File: config.mk
export PLATFORM = sky130hd
export DESIGN_NAME = register_next_usage_scan
export DESIGN_NICKNAME = d
export VERILOG_FILES = /design/src/rtl/core/rnus_pkg.sv /design/src/rtl/core/rnus_decide.sv /design/src/rtl/core/register_next_usage_scan.sv
export SDC_FILE = /design/constraint.sdc
export NUM_CORES = 1
export LEC_CHECK = 0
export CORE_UTILIZATION = 59
export CTS_BUF_LIST = sky130_fd_sc_hd__clkbuf_16
export DETAILED_ROUTE_END_ITERATION = 6
export DONT_BUFFER_PORTS = 1
export GPL_TIMING_DRIVEN = 0
export PLACE_DENSITY = 0.75
export SLEW_MARGIN = 20
export SYNTH_ARGS = -nofsm -noshare
export SYNTH_HDL_FRONTEND = slang
export SYNTH_SLANG_ARGS = --single-unit
export TNS_END_PERCENT = 20
File: constraint.sdc
create_clock -name clock -period 6.3 [get_ports clock]
set_input_delay 0.63 -clock clock [delete_from_list [all_inputs] [get_ports clock]]
set_output_delay 0.63 -clock clock [all_outputs]
set_load 0.03 [all_outputs]
File: src/rtl/core/rnus_pkg.sv
// Shared types and codes for the register next-usage scan.
`timescale 1ns / 1ps

package rnus_pkg;

   // Operand kind codes
   localparam logic [2:0] KIND_OTHER = 3'd0;
   localparam logic [2:0] KIND_GEN   = 3'd1;
   localparam logic [2:0] KIND_FLT   = 3'd2;
   localparam logic [2:0] KIND_VEC   = 3'd3;
   localparam logic [2:0] KIND_PAIR  = 3'd4;

   // Usage codes
   localparam logic [2:0] USAGE_UNKNOWN   = 3'd0;
   localparam logic [2:0] USAGE_READ      = 3'd1;
   localparam logic [2:0] USAGE_WRITE     = 3'd2;
   localparam logic [2:0] USAGE_CLOBBERED = 3'd3;
   localparam logic [2:0] USAGE_UNUSED    = 3'd4;

   // Register indexes
   localparam logic [1:0] CSR_REG_CLASS = 2'd0;
   localparam logic [1:0] CSR_QUERY_REG = 2'd1;
   localparam logic [1:0] CSR_LOOKAHEAD = 2'd2;
   localparam logic [1:0] CSR_TEMP_BASE = 2'd3;

   // Tracked range limits
   localparam logic [7:0] GEN_LIMIT      = 8'd32;
   localparam logic [7:0] FLT_HOLE_LO    = 8'd160;
   localparam logic [7:0] FLT_HOLE_HI    = 8'd192;
   localparam logic [7:0] FLT_LIMIT      = 8'd208;
   localparam logic [8:0] VEC_SPAN       = 9'd4;
   localparam logic [8:0] PAIR_SPAN      = 9'd2;

   typedef struct packed {
      logic [2:0] kind_dest;
      logic [2:0] kind_src1;
      logic [2:0] kind_src2;
      logic [7:0] reg_dest;
      logic [7:0] reg_src1;
      logic [7:0] reg_src2;
      logic       has_src3;
      logic       src3_is_dest;
      logic       is_exit;
      logic       is_barrier;
      logic       is_vec4_shuffle;
      logic       block_end;
   } instr_type;

   typedef struct packed {
      logic       reg_class;
      logic [7:0] query_reg;
      logic [7:0] lookahead;
      logic [7:0] temp_base;
   } cfg_type;

   typedef struct packed {
      logic       done;     // scan ends on this word
      logic [2:0] usage;
      logic [7:0] offset;
   } verdict_type;

endpackage

File: src/rtl/core/rnus_decide.sv
// Per-instruction classification of the queried register.
`timescale 1ns / 1ps

module rnus_decide (
   input  rnus_pkg::instr_type   instr,
   input  rnus_pkg::cfg_type     cfg,
   input  logic [7:0]            scan_offset,
   output rnus_pkg::verdict_type verdict
);

   function automatic logic in_span(input logic [2:0] kind, input logic [7:0] base,
                                    input logic [7:0] r);
      logic [8:0] b9;
      logic [8:0] r9;
      logic       hit;
      b9 = {1'b0, base};
      r9 = {1'b0, r};
      case (kind)
         rnus_pkg::KIND_FLT:  hit = (r == base);
         rnus_pkg::KIND_VEC:  hit = (r9 >= b9) && (r9 < b9 + rnus_pkg::VEC_SPAN);
         rnus_pkg::KIND_PAIR: hit = (r9 >= b9) && (r9 < b9 + rnus_pkg::PAIR_SPAN);
         default:             hit = 1'b0;
      endcase
      return hit;
   endfunction

   logic       fp;
   logic       untracked;
   logic       temp;
   logic       third_read;
   logic       gen_read;
   logic       gen_write;
   logic       flt_read;
   logic       flt_write;
   logic       bcast;
   logic       at_end;
   logic [2:0] write_usage;
   logic [8:0] next_off;
   logic [7:0] q;

   assign q          = cfg.query_reg;
   assign fp         = cfg.reg_class;
   assign untracked  = fp ? (((q >= rnus_pkg::FLT_HOLE_LO) && (q < rnus_pkg::FLT_HOLE_HI))
                             || (q >= rnus_pkg::FLT_LIMIT))
                          : (q >= rnus_pkg::GEN_LIMIT);
   assign temp       = (q >= cfg.temp_base);
   assign third_read = instr.has_src3 | instr.src3_is_dest;

   assign gen_read  = ((instr.kind_src1 == rnus_pkg::KIND_GEN) && (instr.reg_src1 == q))
                    | ((instr.kind_src2 == rnus_pkg::KIND_GEN) && (instr.reg_src2 == q))
                    | (third_read && (instr.kind_dest == rnus_pkg::KIND_GEN)
                       && (instr.reg_dest == q))
                    | instr.is_exit | instr.is_barrier;
   assign gen_write = !instr.has_src3 && (instr.kind_dest == rnus_pkg::KIND_GEN)
                      && (instr.reg_dest == q);

   assign flt_read  = in_span(instr.kind_src1, instr.reg_src1, q)
                    | in_span(instr.kind_src2, instr.reg_src2, q)
                    | (third_read && in_span(instr.kind_dest, instr.reg_dest, q))
                    | instr.is_exit | instr.is_barrier;
   assign flt_write = !instr.has_src3 && in_span(instr.kind_dest, instr.reg_dest, q);

   // broadcast shuffle: immediate zero, dest aliases src1
   assign bcast = instr.is_vec4_shuffle && (instr.reg_src2 == 8'd0)
                  && (instr.reg_dest == instr.reg_src1);

   assign write_usage = (scan_offset == 8'd0) ? rnus_pkg::USAGE_WRITE
                                              : rnus_pkg::USAGE_CLOBBERED;
   assign next_off    = {1'b0, scan_offset} + 9'd1;
   assign at_end      = (next_off >= {1'b0, cfg.lookahead});

   always_comb begin
      verdict.done   = 1'b1;
      verdict.usage  = rnus_pkg::USAGE_UNUSED;
      verdict.offset = scan_offset;
      if (untracked) begin
         verdict.usage = rnus_pkg::USAGE_UNKNOWN;
      end else if (cfg.lookahead == 8'd0) begin
         verdict.offset = 8'd0;
      end else if (!fp && gen_read) begin
         verdict.usage = rnus_pkg::USAGE_READ;
      end else if (!fp && gen_write) begin
         verdict.usage = write_usage;
      end else if (fp && flt_read && bcast) begin
         verdict.usage = (instr.reg_src1 == q) ? rnus_pkg::USAGE_READ
                                               : rnus_pkg::USAGE_CLOBBERED;
      end else if (fp && flt_read && (!temp || !instr.is_exit)) begin
         verdict.usage = rnus_pkg::USAGE_READ;
      end else if (fp && flt_write) begin
         verdict.usage = write_usage;
      end else if (instr.block_end) begin
         verdict.usage = (fp && temp) ? rnus_pkg::USAGE_CLOBBERED
                                      : rnus_pkg::USAGE_UNUSED;
      end else if (at_end) begin
         verdict.usage = rnus_pkg::USAGE_UNUSED;
      end else begin
         verdict.done = 1'b0;
      end
   end

endmodule

File: src/rtl/core/register_next_usage_scan.sv
// Top level of the register next-usage scan: input stage, decision, result stage.
`timescale 1ns / 1ps
// Accepted words are registered in the input stage, deciding verdicts in the result stage.
// Throughput: one instruction word per cycle, sustained while the result side takes words.
// The rate is set by the combinational decision between the input and result registers.
// Reset (synchronous, active high) empties both stages, starts a fresh scan at offset 0
// and loads reg_class=1, query_reg=0, lookahead=8, temp_base=192.

module register_next_usage_scan (
   input  logic       clock,
   input  logic       reset,
   // instruction words
   input  logic       req_valid,
   output logic       req_ready,
   input  logic [2:0] req_kind_dest,
   input  logic [2:0] req_kind_src1,
   input  logic [2:0] req_kind_src2,
   input  logic [7:0] req_reg_dest,
   input  logic [7:0] req_reg_src1,
   input  logic [7:0] req_reg_src2,
   input  logic       req_has_src3,
   input  logic       req_src3_is_dest,
   input  logic       req_is_exit,
   input  logic       req_is_barrier,
   input  logic       req_is_vec4_shuffle,
   input  logic       req_block_end,
   // result words
   output logic       rsp_valid,
   input  logic       rsp_ready,
   output logic [2:0] rsp_usage,
   output logic [7:0] rsp_offset,
   // configuration
   input  logic       csr_wr_en,
   input  logic [1:0] csr_index,
   input  logic [7:0] csr_wdata
);

   // configuration registers
   rnus_pkg::cfg_type cfg_ff;

   always_ff @(posedge clock) begin
      if (reset) begin
         cfg_ff.reg_class <= 1'b1;
         cfg_ff.query_reg <= 8'd0;
         cfg_ff.lookahead <= 8'd8;
         cfg_ff.temp_base <= 8'd192;
      end else if (csr_wr_en) begin
         case (csr_index)
            rnus_pkg::CSR_REG_CLASS: cfg_ff.reg_class <= csr_wdata[0];
            rnus_pkg::CSR_QUERY_REG: cfg_ff.query_reg <= csr_wdata;
            rnus_pkg::CSR_LOOKAHEAD: cfg_ff.lookahead <= csr_wdata;
            rnus_pkg::CSR_TEMP_BASE: cfg_ff.temp_base <= csr_wdata;
            default: ;
         endcase
      end
   end

   // input stage
   logic                  in_valid_ff;
   rnus_pkg::instr_type   instr_ff;
   rnus_pkg::instr_type   instr_in;
   rnus_pkg::verdict_type verdict;
   logic [7:0]            scan_offset_ff;
   logic [7:0]            scan_offset_in;
   logic                  out_free;
   logic                  advance;
   logic                  req_fire;

   // result stage
   logic                  rsp_valid_ff;
   logic [2:0]            usage_ff;
   logic [7:0]            offset_ff;

   assign instr_in = '{kind_dest:       req_kind_dest,
                       kind_src1:       req_kind_src1,
                       kind_src2:       req_kind_src2,
                       reg_dest:        req_reg_dest,
                       reg_src1:        req_reg_src1,
                       reg_src2:        req_reg_src2,
                       has_src3:        req_has_src3,
                       src3_is_dest:    req_src3_is_dest,
                       is_exit:         req_is_exit,
                       is_barrier:      req_is_barrier,
                       is_vec4_shuffle: req_is_vec4_shuffle,
                       block_end:       req_block_end};

   rnus_decide u_decide (
      .instr       (instr_ff),
      .cfg         (cfg_ff),
      .scan_offset (scan_offset_ff),
      .verdict     (verdict)
   );

   // A word that ends the scan needs room in the result stage; one that does not
   // just moves the offset on.
   assign out_free  = !rsp_valid_ff || rsp_ready;
   assign advance   = in_valid_ff && (!verdict.done || out_free);
   assign req_ready = !in_valid_ff || advance;
   assign req_fire  = req_valid && req_ready;

   assign scan_offset_in = verdict.done ? 8'd0 : (scan_offset_ff + 8'd1);

   always_ff @(posedge clock) begin
      if (reset) begin
         in_valid_ff    <= 1'b0;
         scan_offset_ff <= 8'd0;
      end else begin
         if (req_ready) begin
            in_valid_ff <= req_valid;
         end
         if (advance) begin
            scan_offset_ff <= scan_offset_in;
         end
      end
   end

   always_ff @(posedge clock) begin
      if (req_fire) begin
         instr_ff <= instr_in;
      end
   end

   always_ff @(posedge clock) begin
      if (reset) begin
         rsp_valid_ff <= 1'b0;
      end else if (out_free) begin
         rsp_valid_ff <= advance && verdict.done;
      end
   end

   always_ff @(posedge clock) begin
      if (out_free && advance && verdict.done) begin
         usage_ff  <= verdict.usage;
         offset_ff <= verdict.offset;
      end
   end

   assign rsp_valid  = rsp_valid_ff;
   assign rsp_usage  = usage_ff;
   assign rsp_offset = offset_ff;

endmodule

======== Word level (Yosys, flattened, before mapping) ========
Index checks and enable logic that the tools add are counted.
cells by class
  $lt $le $gt $ge ......................... 15
  multipliers ............................. 0
  bitwise operators ....................... 9
  muxes and demuxes ....................... 25
  shift operators ......................... 0
  add/sub/neg operators ................... 8
  equal/unequal tests ..................... 22
  divide/modulo/power cells ............... 0
  reductions and logical operators ........ 51
operator list
  kind                   number
  $eq A8 B8 Y1           7
  $lt A8 B9 Y1           6
  $ge A8 B8 Y1           4
  $logic_and A1 B1 Y1    29
  $add A8 B2 Y9 const B  3
  $add A8 B3 Y9 const B  3
  $logic_not A8 Y1       3
  $mux W8                3
  $mux W3                7
  $eq A3 B2 Y1 const B   6
  $ge A8 B8 Y1 const B   2
  $mux W1                10
  $add A8 B1 Y9 const B  1
  $eq A3 B1 Y1 const B   3
  $eq A3 B3 Y1 const B   3
  $ge A9 B8 Y1           1
  $or A1 B1 Y1           9
  $pmux W1 S3            3
  $add A8 B1 Y8 const B  1
  $ge A8 B6 Y1 const B   1
  $lt A8 B8 Y1 const B   1
  $reduce_and A2 Y1      4
  $logic_not A1 Y1       7
  $logic_or A1 B1 Y1     5
  7 further kinds        8
word-level totals
  output and inout port bits .............. 13
  bits of input ports ..................... 54
  memories kept ........................... 0
  bits in read-only memories .............. 0
  word-level logic and storage cells ...... 153
  latch bits .............................. 0
  flip-flop bits (word level) ............. 85
  bits in writable memories ............... 0

======== Depth between registers and ports, before layout ========
Gate-level depths: netlist of the first run.
  depth in word-level cells ............... 21
  depth in mapped cells ................... 15
  mapped depth without buffers ............ 13

======== Cells and area by module ========
From an unflattened synthesis of the first run, not the netlist that was laid out.
second synthesis, totals
  cell total of the unflattened synthesis .. 610
  area total of the unflattened synthesis .. 5910.7 µm²
by module, submodules not included
  module                    instances  seq. area each (µm²)  cells an instance  area an instance (µm²)
  rnus_decide               1          0.0                   409                3026.7
  register_next_usage_scan  1          2202.1                201                2884.0

======== Worst setup path after synthesis of the first run ========
OpenSTA, ideal clock, no wires.
  kind .................................... flip-flop to flip-flop
  start point ............................. register scan_offset_ff[0]
  end point ............................... register instr_ff[0] (netlist name), enable pin
  arrival time ............................ 3969 ps
  slack ................................... 1932 ps
  cell stages (with the launch flop) ...... 16
  cells stage by stage .................... dfxtp_1 -> ha_1 -> and3_1 -> nand3_1 -> xnor2_1 -> ha_1 -> a21o_1 -> a211oi_1 -> o21ai_1 -> nor3_2 -> o31ai_1 -> or4b_1 -> buf_2 -> buf_6 -> o21ai_1 -> o21a_1
on the way
  cells in the longest elaborated chain, start to end .. 16
ends and longest elaborated chain
  what                    RTL line                         source
  start, declared         register_next_usage_scan.sv:63   logic [7:0] scan_offset_ff;
  start signal, assigned  register_next_usage_scan.sv:112  scan_offset_ff <= scan_offset_in;
  $add A8 B1 Y9           rnus_decide.sv:69                assign next_off = {1'b0, scan_offset} + 9'd1;
  $ge A9 B8 Y1            rnus_decide.sv:70                assign at_end = (next_off >= {1'b0, cfg.lookahead});
  $mux W1                 rnus_decide.sv:94                end else if (at_end) begin
  $mux W1                 rnus_decide.sv:91                end else if (instr.block_end) begin
  $mux W1                 rnus_decide.sv:89                end else if (fp && flt_write) begin
  $mux W1                 rnus_decide.sv:87                end else if (fp && flt_read && (!temp || !instr.is_exit)) begin
  $mux W1                 rnus_decide.sv:84                end else if (fp && flt_read && bcast) begin
  $mux W1                 rnus_decide.sv:82                end else if (!fp && gen_write) begin
  $mux W1                 rnus_decide.sv:80                end else if (!fp && gen_read) begin
  $mux W4                 rnus_decide.sv:78                end else if (cfg.lookahead == 8'd0) begin
  $mux W1                 rnus_decide.sv:76                if (untracked) begin
  $logic_not A1 Y1        register_next_usage_scan.sv:97   assign advance = in_valid_ff && (!verdict.done || out_free);
  $logic_or A1 B1 Y1      register_next_usage_scan.sv:97
  $logic_and A1 B1 Y1     register_next_usage_scan.sv:97
  $logic_or A1 B1 Y1      register_next_usage_scan.sv:98   assign req_ready = !in_valid_ff || advance;
  $logic_and A1 B1 Y1     register_next_usage_scan.sv:99   assign req_fire = req_valid && req_ready;
  net req_fire            register_next_usage_scan.sv:67   logic req_fire;
  end signal, assigned    register_next_usage_scan.sv:119  instr_ff <= instr_in;
  end, declared           register_next_usage_scan.sv:60   rnus_pkg::instr_type instr_ff;
The timed path passes the listed nets, and every way through them passes these cells.
A chain may end at the register's enable or synchronous reset.

======== Worst setup path in the final report of the first run ========
  start point ............................. register scan_offset_ff[0]
  end point ............................... output port req_ready
on the way
  cells in the longest elaborated chain, start to end .. 15
ends and longest elaborated chain
  what                 RTL line                        source
  $add A8 B1 Y9        rnus_decide.sv:69
  $ge A9 B8 Y1         rnus_decide.sv:70
  $mux W1              rnus_decide.sv:94
  $mux W1              rnus_decide.sv:91
  $mux W1              rnus_decide.sv:89
  $mux W1              rnus_decide.sv:87
  $mux W1              rnus_decide.sv:84
  $mux W1              rnus_decide.sv:82
  $mux W1              rnus_decide.sv:80
  $mux W4              rnus_decide.sv:78
  $mux W1              rnus_decide.sv:76
  $logic_not A1 Y1     register_next_usage_scan.sv:97
  $logic_or A1 B1 Y1   register_next_usage_scan.sv:97
  $logic_and A1 B1 Y1  register_next_usage_scan.sv:97
  $logic_or A1 B1 Y1   register_next_usage_scan.sv:98
  end, declared        register_next_usage_scan.sv:14  output logic req_ready,
Every way passes these cells.

==> results of run 1 <==
layer usage:
metal / track usage (%) / part of all wire, % / up-vias
met5: 0 / 0 / -
met4: 12.03 / 2.5 / 0
met3: 4.301 / 7.0 / 39
met2: 46.56 / 48 / 214
met1: 34.96 / 42 / 2337
li1: - / - / 2360
layout by cell type, fill, tap and decap left out, types with 3 or more instances in the layout:
cell type,Yosys,final
nor2b_1,12,12
nand3_1,25,25
xor2_1,3,3
nor3b_1,5,5
nor2_1,36,36
xnor2_1,38,38
o21ai_0,12,12
dfxtp_1,35,35
a211oi_1,6,6
nand2b_1,6,6
a2111oi_0,3,3
o21ai_1,4,4
a21oi_1,31,31
clkbuf_1,14,14
inv_1,53,53
or2_2,3,3
mux2i_1,9,9
nor4_1,11,11
o211ai_1,12,12
or3b_2,3,3
a21o_1,17,17
o2111ai_1,4,4
a32oi_1,3,3
nand3b_1,4,4
nand2_1,59,59
a31oi_1,6,6
clkbuf_16,0,10
edfxtp_1,50,50
ha_1,88,88
and3_1,9,9
o211a_1,4,4
a211o_1,5,5
nand4_1,13,13
or4b_1,3,3
nor3_1,5,5
sequential cells by signal (all words and copies together), names as in the netlist:
signal	cells
cfg_ff	25
in_valid_ff	1
instr_ff	39
rsp_offset	8
rsp_usage	3
rsp_valid	1
scan_offset_ff	8
area by class of cell:
type,instances,area (µm²)
tap,133,166.4
timing repair buffer,1,20.02
fill,744,3306
clock inverter,6,60.06
multi-input combinational,477,3567
clock buffer,10,250.2
inverter,55,209.0
sequential,85,2202
buffer,18,83.83
Yosys cell counts, types with 4 or more instances:
master,number
mux2i_1,9
a211oi_1,6
a31oi_1,6
nor4_1,11
nor2_1,36
nor2b_1,12
nand2_1,59
inv_1,53
o2111ai_1,4
o21ai_0,12
nand2b_1,6
nor3_1,5
and3_1,9
nor3b_1,5
a211o_1,5
clkbuf_1,14
nand3b_1,4
o211ai_1,12
o21ai_1,4
nand4_1,13
a21o_1,17
dfxtp_1,35
a21oi_1,31
edfxtp_1,50
o211a_1,4
ha_1,88
nand3_1,25
xnor2_1,38
kinds of logic after synthesis:
| kind of cell | Yosys count | synth area share, % |
|---|---|---|
| xor gates and xnor gates | 41 | 5.925 |
| and+or+nand+nor | 207 | 17.77 |
| adders and majority gates | 88 | 18.17 |
| muxes | 9 | 1.486 |
| buffers and inverters | 73 | 4.831 |
| DFF | 85 | 36.33 |
| AOI/OAI and AO/OA | 132 | 15.48 |
where the power goes:
| part | total, mW | leakage (nW) | switching, mW | internal [mW] |
|---|---|---|---|---|
| Combinational | 0.197 | 2.00 | 0.116 | 0.0815 |
| Sequential | 0.659 | 0.770 | 0.0409 | 0.618 |
| Clock | 0.547 | 0.154 | 0.246 | 0.301 |
| Total | 1.40 | 2.93 | 0.402 | 1.00 |
final timing paths:
kind	slack, ns	to	startpoint	depth (start not counted)
worst min register to register	0.46	cfg_ff[1]	cfg_ff[1]	2
worst min-delay path	0.37	instr_ff[23]	req_reg_dest[1]	0
worst max register to register	1.69	rsp_offset[6]	instr_ff[24]	13
worst max-delay path	1.61	req_ready	scan_offset_ff[0]	14
worst register-to-register path, cell delays in order, from the launching register on:
cell	delay, ns
edfxtp_1	0.52
ha_1	0.30
and3_1	0.24
xnor2_1	0.14
ha_1	0.30
a21o_1	0.18
a2111oi_0	0.65
nand2_1	0.12
a311o_1	0.43
or4b_1	0.19
buf_2	0.18
buf_6	0.17
o21ai_1	0.10
nor2_1	0.71
==> summary.txt, run 1 <==
Finish
  – Design area: around 0.0066 mm²
  – # diodes: 0
  – Layout area overhead: 8.216%
  – Util after Layout: approximately 66%
  – Finished Layout Cells: just under 800
  – Share of cells above drive strength 1: 5.215%
  – Final Net Count: 789

Timing
  – Hold WS: around 0.37 ns
  – Final setup TNS: 0 ns
  – Final worst slack: 1.611 ns
  – Final hold vios: 0
  – RSZ-0062 raised after global routing: false
  – Fin crit share: about 74%
  – Max-slew headroom: 42.14%
  – Slew Viols, Final: 0
  – Clk_skew: 0.01349 ns
  – Fmax: roughly 210 MHz
  – Final setup vio count: 0
  – Worst-Margin Slew: between 0.8 and 0.9 ns
  – Final worst path period need: approximately 4.7 ns

Global routing
  – Gr usage total: between 20 and 30%
  – Largest net degree at the start of global routing: 36
  – Global-route wire length before repair: around 22 mm
  – Vias in the first global route: 4,666
  – Global route overflow: 0
  – Initial antenna violation count: 0

Clocking
  – Post-CTS setup buffers: 0
  – Clock slew at reported path FFs: approximately 0.070 ns
  – Post-CTS sizing: 0
  – Clk buf depth: 2
  – Clock sink count: between 80 and 90
  – CTS tree: done
  – CTS Buf Count: 9
  – H-tree depth: 3
  – Cts hold-fix bufs: 0
  – Insertion delay to the later sink of the worst-skew pair: around 0.35 ns
  – Root buf cell: clkbuf_16

Run
  – Max Cap Violations: 0

Synthesis
  – #FFs+latches synth: 85
  – Share of the synthesized area in the top cell type: roughly a quarter
  – Post-synthesis net count: 777
  – Most used DFF post-synth: edfxtp_1
  – Most area-consuming cells after synthesis: edfxtp_1 (25%), ha_1 (18%), dfxtp_1 (12%), xnor2_1 (5.5%), nand2_1 (3.7%)
  – Syn_area_per_cell: around 9.5 µm²
  – Sequential area share after synthesis: a little over a third
  – Synth area leader: edfxtp_1
  – Post-Syn Instances: roughly 640
  – EDFF count, synth: 50
  – Synth warn: 0
  – Synthesized area: 0.006061 mm²
  – Post-synth ARST share: 0%
  – Number of unique standard cell types used by synthesis: 66

Setup path
  – Crit path DAT: about 4.1 ns
  – Worst Path Buf+Inv: 1
  – Largest driver fanout on the critical path: 7
  – Kind of critical path: flop to output pin
  – CP Capture Type: output pin
  – CP top delay family: simple AND/OR/NAND/NOR gates
  – Critical path, cell by cell: ha_1 > and3_1 > nand3_1 > xnor2_1 > ha_1 > a21o_1 > a211oi_1 > o21ai_1 > nor3_2 > o31ai_1 > or4b_1 > buf_2 > or2_4 > nand3_1
  – Slowest cell delay on critical path: around 0.52 ns
  – Critical path's slowest cell: or4b_1
  – Critical Path RT: roughly 5.7 ns
  – Startpoint Class: flop

Detailed routing
  – 1st-iter DRT viols: between 300 and 400
  – Vias: 4,950
  – Pre-antenna DRT Iters: 5
  – DRC viols: 0
  – DR vias/cell: 6.306
  – Detailed Route WL: approximately 14 mm
  – Wire per inst: roughly 18 µm
  – ANT nets after route: 0

Pwr
  – Peak VDD IR: between 0.15 and 0.2 mV
  – LEAKAGE: 2.929 nW
  – Total chip power: 1.403 mW
  – Power Dens Cells: roughly 210 mW/mm²

Die
  – Die area: between 0.01 and 0.015 mm²
  – Die width: between 100 and 150 µm
  – # IOs: 67
  – Die height: 103.4 µm
  – Row cnt: 36
  – Initial core utilization: slightly above 60%
  – Core Region: 0.009864 mm²

Place
  – Gpl congestion: approximately 0.9
  – Dpl cells: between 700 and 800
  – DP Worst Slack: between 1.5 and 2 ns
  – Number of port buffers: 0
  – Dpl hpwl: around 11 mm
  – DP Area: around 0.0062 mm²

Min path
  – Worst hold path class: primary input to flop

Status
  – Outcome: complete, no violations
Note: power is estimated with default switching activity, not from simulation.
==> inputs of run 2 (changes only) <==
==> constraint.sdc (replaced) <==
create_clock -name clock -period 4.7 [get_ports clock]
set_input_delay 0.47 -clock clock [delete_from_list [all_inputs] [get_ports clock]]
set_output_delay 0.47 -clock clock [all_outputs]
set_load 0.03 [all_outputs]
==> run 2 against run 1 <==
Effect of this change:
- register-to-register slack got worse by 1.4 ns
- clock skew decreased by 0.00063 ns
- utilization rose by 0.089 points
- sequential power up 34%
- via count hardly changed
- die area unchanged
- global-route usage stayed put
- hold slack lost 0.16 ns
- non-clock buffer count did not move
- sequential share of layout area is essentially flat
- largest power group unchanged
==> summary.txt, run 2 (synthesized netlist as in run 1, its figures left out) <==
Detailed routing
  – Wire per inst: approximately 18 µm
  – 1st-iter DRT viols: 314
  – ANT nets after route: 0
  – Pre-antenna DRT Iters: 5
  – DRC viols: 0
  – Vias: 4,947
  – Detailed Route WL: around 14 mm
  – DR vias/cell: roughly 6.3

Setup path
  – Crit Reg-Reg Endpoint: instr_ff[35]
  – Slowest cell delay on critical path: around 0.52 ns
  – Kind of critical path: flop to output pin
  – Startpoint Class: flop
  – Crit path DAT: just under 4 ns
  – Critical path's slowest cell: or4b_1
  – Critical path, cell by cell: ha_1 > and3_1 > nand3_1 > xnor2_1 > ha_1 > a21o_1 > a211oi_1 > o21ai_1 > nor3_2 > o31ai_1 > or4b_1 > buf_2 > or2_4 > nand3_2
  – R2r setup slk: between 0.2 and 0.3 ns
  – Largest driver fanout on the critical path: 7
  – CP Capture Type: output pin
  – Critical Path RT: 4.23 ns
  – Top cell by count, worst path: ha_1
  – R2R depth: 16
  – R2r startpoint: scan_offset_ff[0]

Timing
  – Max-slew headroom: 51.55%
  – RSZ-0062 raised after global routing: false
  – Final worst path period need: about 4.4 ns
  – Fin crit share: a little over nine tenths
  – Clk_skew: between 0.01 and 0.015 ns
  – Final setup vio count: 0
  – Worst-Margin Slew: 0.7258 ns
  – Fmax: around 230 MHz
  – Final hold vios: 0
  – Slew Viols, Final: 0
  – Final setup TNS: 0 ns

Pwr
  – Peak VDD IR: around 0.27 mV
  – Clk pwr share: between 30% and 40%
  – Total chip power: around 1.9 mW
  – LEAKAGE: roughly 3 nW
  – Power Dens Cells: 286.1 mW/mm²
  – Switching Fraction: around 29%
  – Switch Pwr: roughly 0.54 mW
  – Seq pwr share: between 40% and 50%
  – Combinational Power Share: between 10% and 20%
  – P_int: 1.342 mW

Clocking
  – Clk buf depth: 2
  – Cts hold-fix bufs: 0
  – Root buf cell: clkbuf_16
  – Clock sink count: between 80 and 90
  – CTS tree: done
  – H-tree depth: 3
  – Clock slew at reported path FFs: 0.07 ns
  – CTS Buf Count: 9
  – Insertion delay to the later sink of the worst-skew pair: about 0.35 ns

Status
  – Outcome: complete, no violations

Die
  – Die area: 0.01068 mm²
  – # IOs: between 60 and 70
  – Die width: about 100 µm
  – Die height: ~100 µm
  – Initial core utilization: ~60%
  – Row cnt: 36
  – Core Region: 0.009864 mm²

Finish
  – Largest Register: instr_ff
  – Commonest non-fill, non-tap cell in the layout: ha_1
  – Share of cells above drive strength 1: under 10%
  – Layout area overhead: 8.361%
  – # diodes: 0
  – Final Net Count: 789
  – Most frequent cells in the layout: ha_1 (88), nand2_1 (59), inv_1 (53), edfxtp_1 (50), xnor2_1 (38)
  – Max reg flops: 39
  – Largest regs: instr_ff: 39 flops, cfg_ff: 25 flops

Min path
  – HP Start: req_reg_dest[1]
  – Worst hold path class: primary input to flop
  – Hold Crit Depth: 0
  – End of the worst hold path: instr_ff[23]

Global routing
  – Global route overflow: 0
  – Global-route wire length before repair: roughly 22 mm
  – Largest net degree at the start of global routing: 36
  – Initial antenna violation count: 0
  – Gr usage total: about 28%
  – Vias in the first global route: roughly 4,700

Place
  – Dpl hpwl: roughly 11 mm
  – Number of port buffers: 0
  – Gpl congestion: between 0.9 and 1

Run
  – Max Cap Violations: 0
-- run 2: per-layer routing --
layer,GRT usage [%],share of wire (%)
met1,34.96,43
met2,46.56,48
met3,4.301,6.6
met4,12.03,2.5
met5,0,0
-- run 2: worst max-delay path by stage --
stage | cells past startpoint | to | startpoint
6_report | 14 | req_ready | scan_offset_ff[0]
5_1_grt | 14 | req_ready | scan_offset_ff[0]
4_1_cts | 13 | rsp_offset[1] | instr_ff[24]
3_5_place_dp | 13 | rsp_offset[1] | instr_ff[24]
3_3_place_gp | 15 | instr_ff[11] | scan_offset_ff[0]
2_1_floorplan | 15 | instr_ff[0] | scan_offset_ff[0]
-- run 2: what timing repair did --
action	CTS	global route
endpoints found under the setup margin	0	12
resized for setup	0	3
endpoints found under the hold margin	0	0
setup buffers	0	0
-- run 2: worst max-delay path: cells and delay by family (launching register included) --
family                   cells  cell delay, ns
adder cells (fa/ha/maj)      2            0.54
AND/OR/NAND/NOR              6            1.55
buffers and inverters        1            0.19
XOR/XNOR                     1            0.24
flip-flops                   1            0.47
AO/OA/AOI/OAI                4            0.62
-- run 2: power by group through the flow --
stage          clock network [mW]  logic, mW  registers (mW)
2_1_floorplan                   0      0.200           0.882
3_3_place_gp                    0      0.241           0.897
3_5_place_dp                    0      0.257           0.898
4_1_cts                     0.744      0.262           0.882
5_1_grt                     0.776      0.296           0.888
6_report                    0.731      0.265           0.883
-- run 2: final cells by class --
type	instances	area [µm²]
multi-input combinational	477	3576
fill	742	3297
sequential	85	2202
clock buffer	10	250.2
inverter	55	209.0
tap	133	166.4
buffer	18	83.83
clock inverter	6	60.06
timing repair buffer	1	20.02
-- run 2: per-stage QoR --
step           instance area (µm²)  setup slack [ns]  instances  util (%)  hold slack [ns]
2_1_floorplan                 6061            0.3325        635         -           0.4363
5_1_grt                       6568           0.07782        785     66.58           0.1952
6_report                      6568            0.2615        785     66.58           0.2092
4_1_cts                       6559           0.09409        785     66.49           0.2009
3_3_place_gp                  6227           -0.2773        768     63.13           0.4473
3_5_place_dp                  6248           0.09605        769     63.34           0.4505
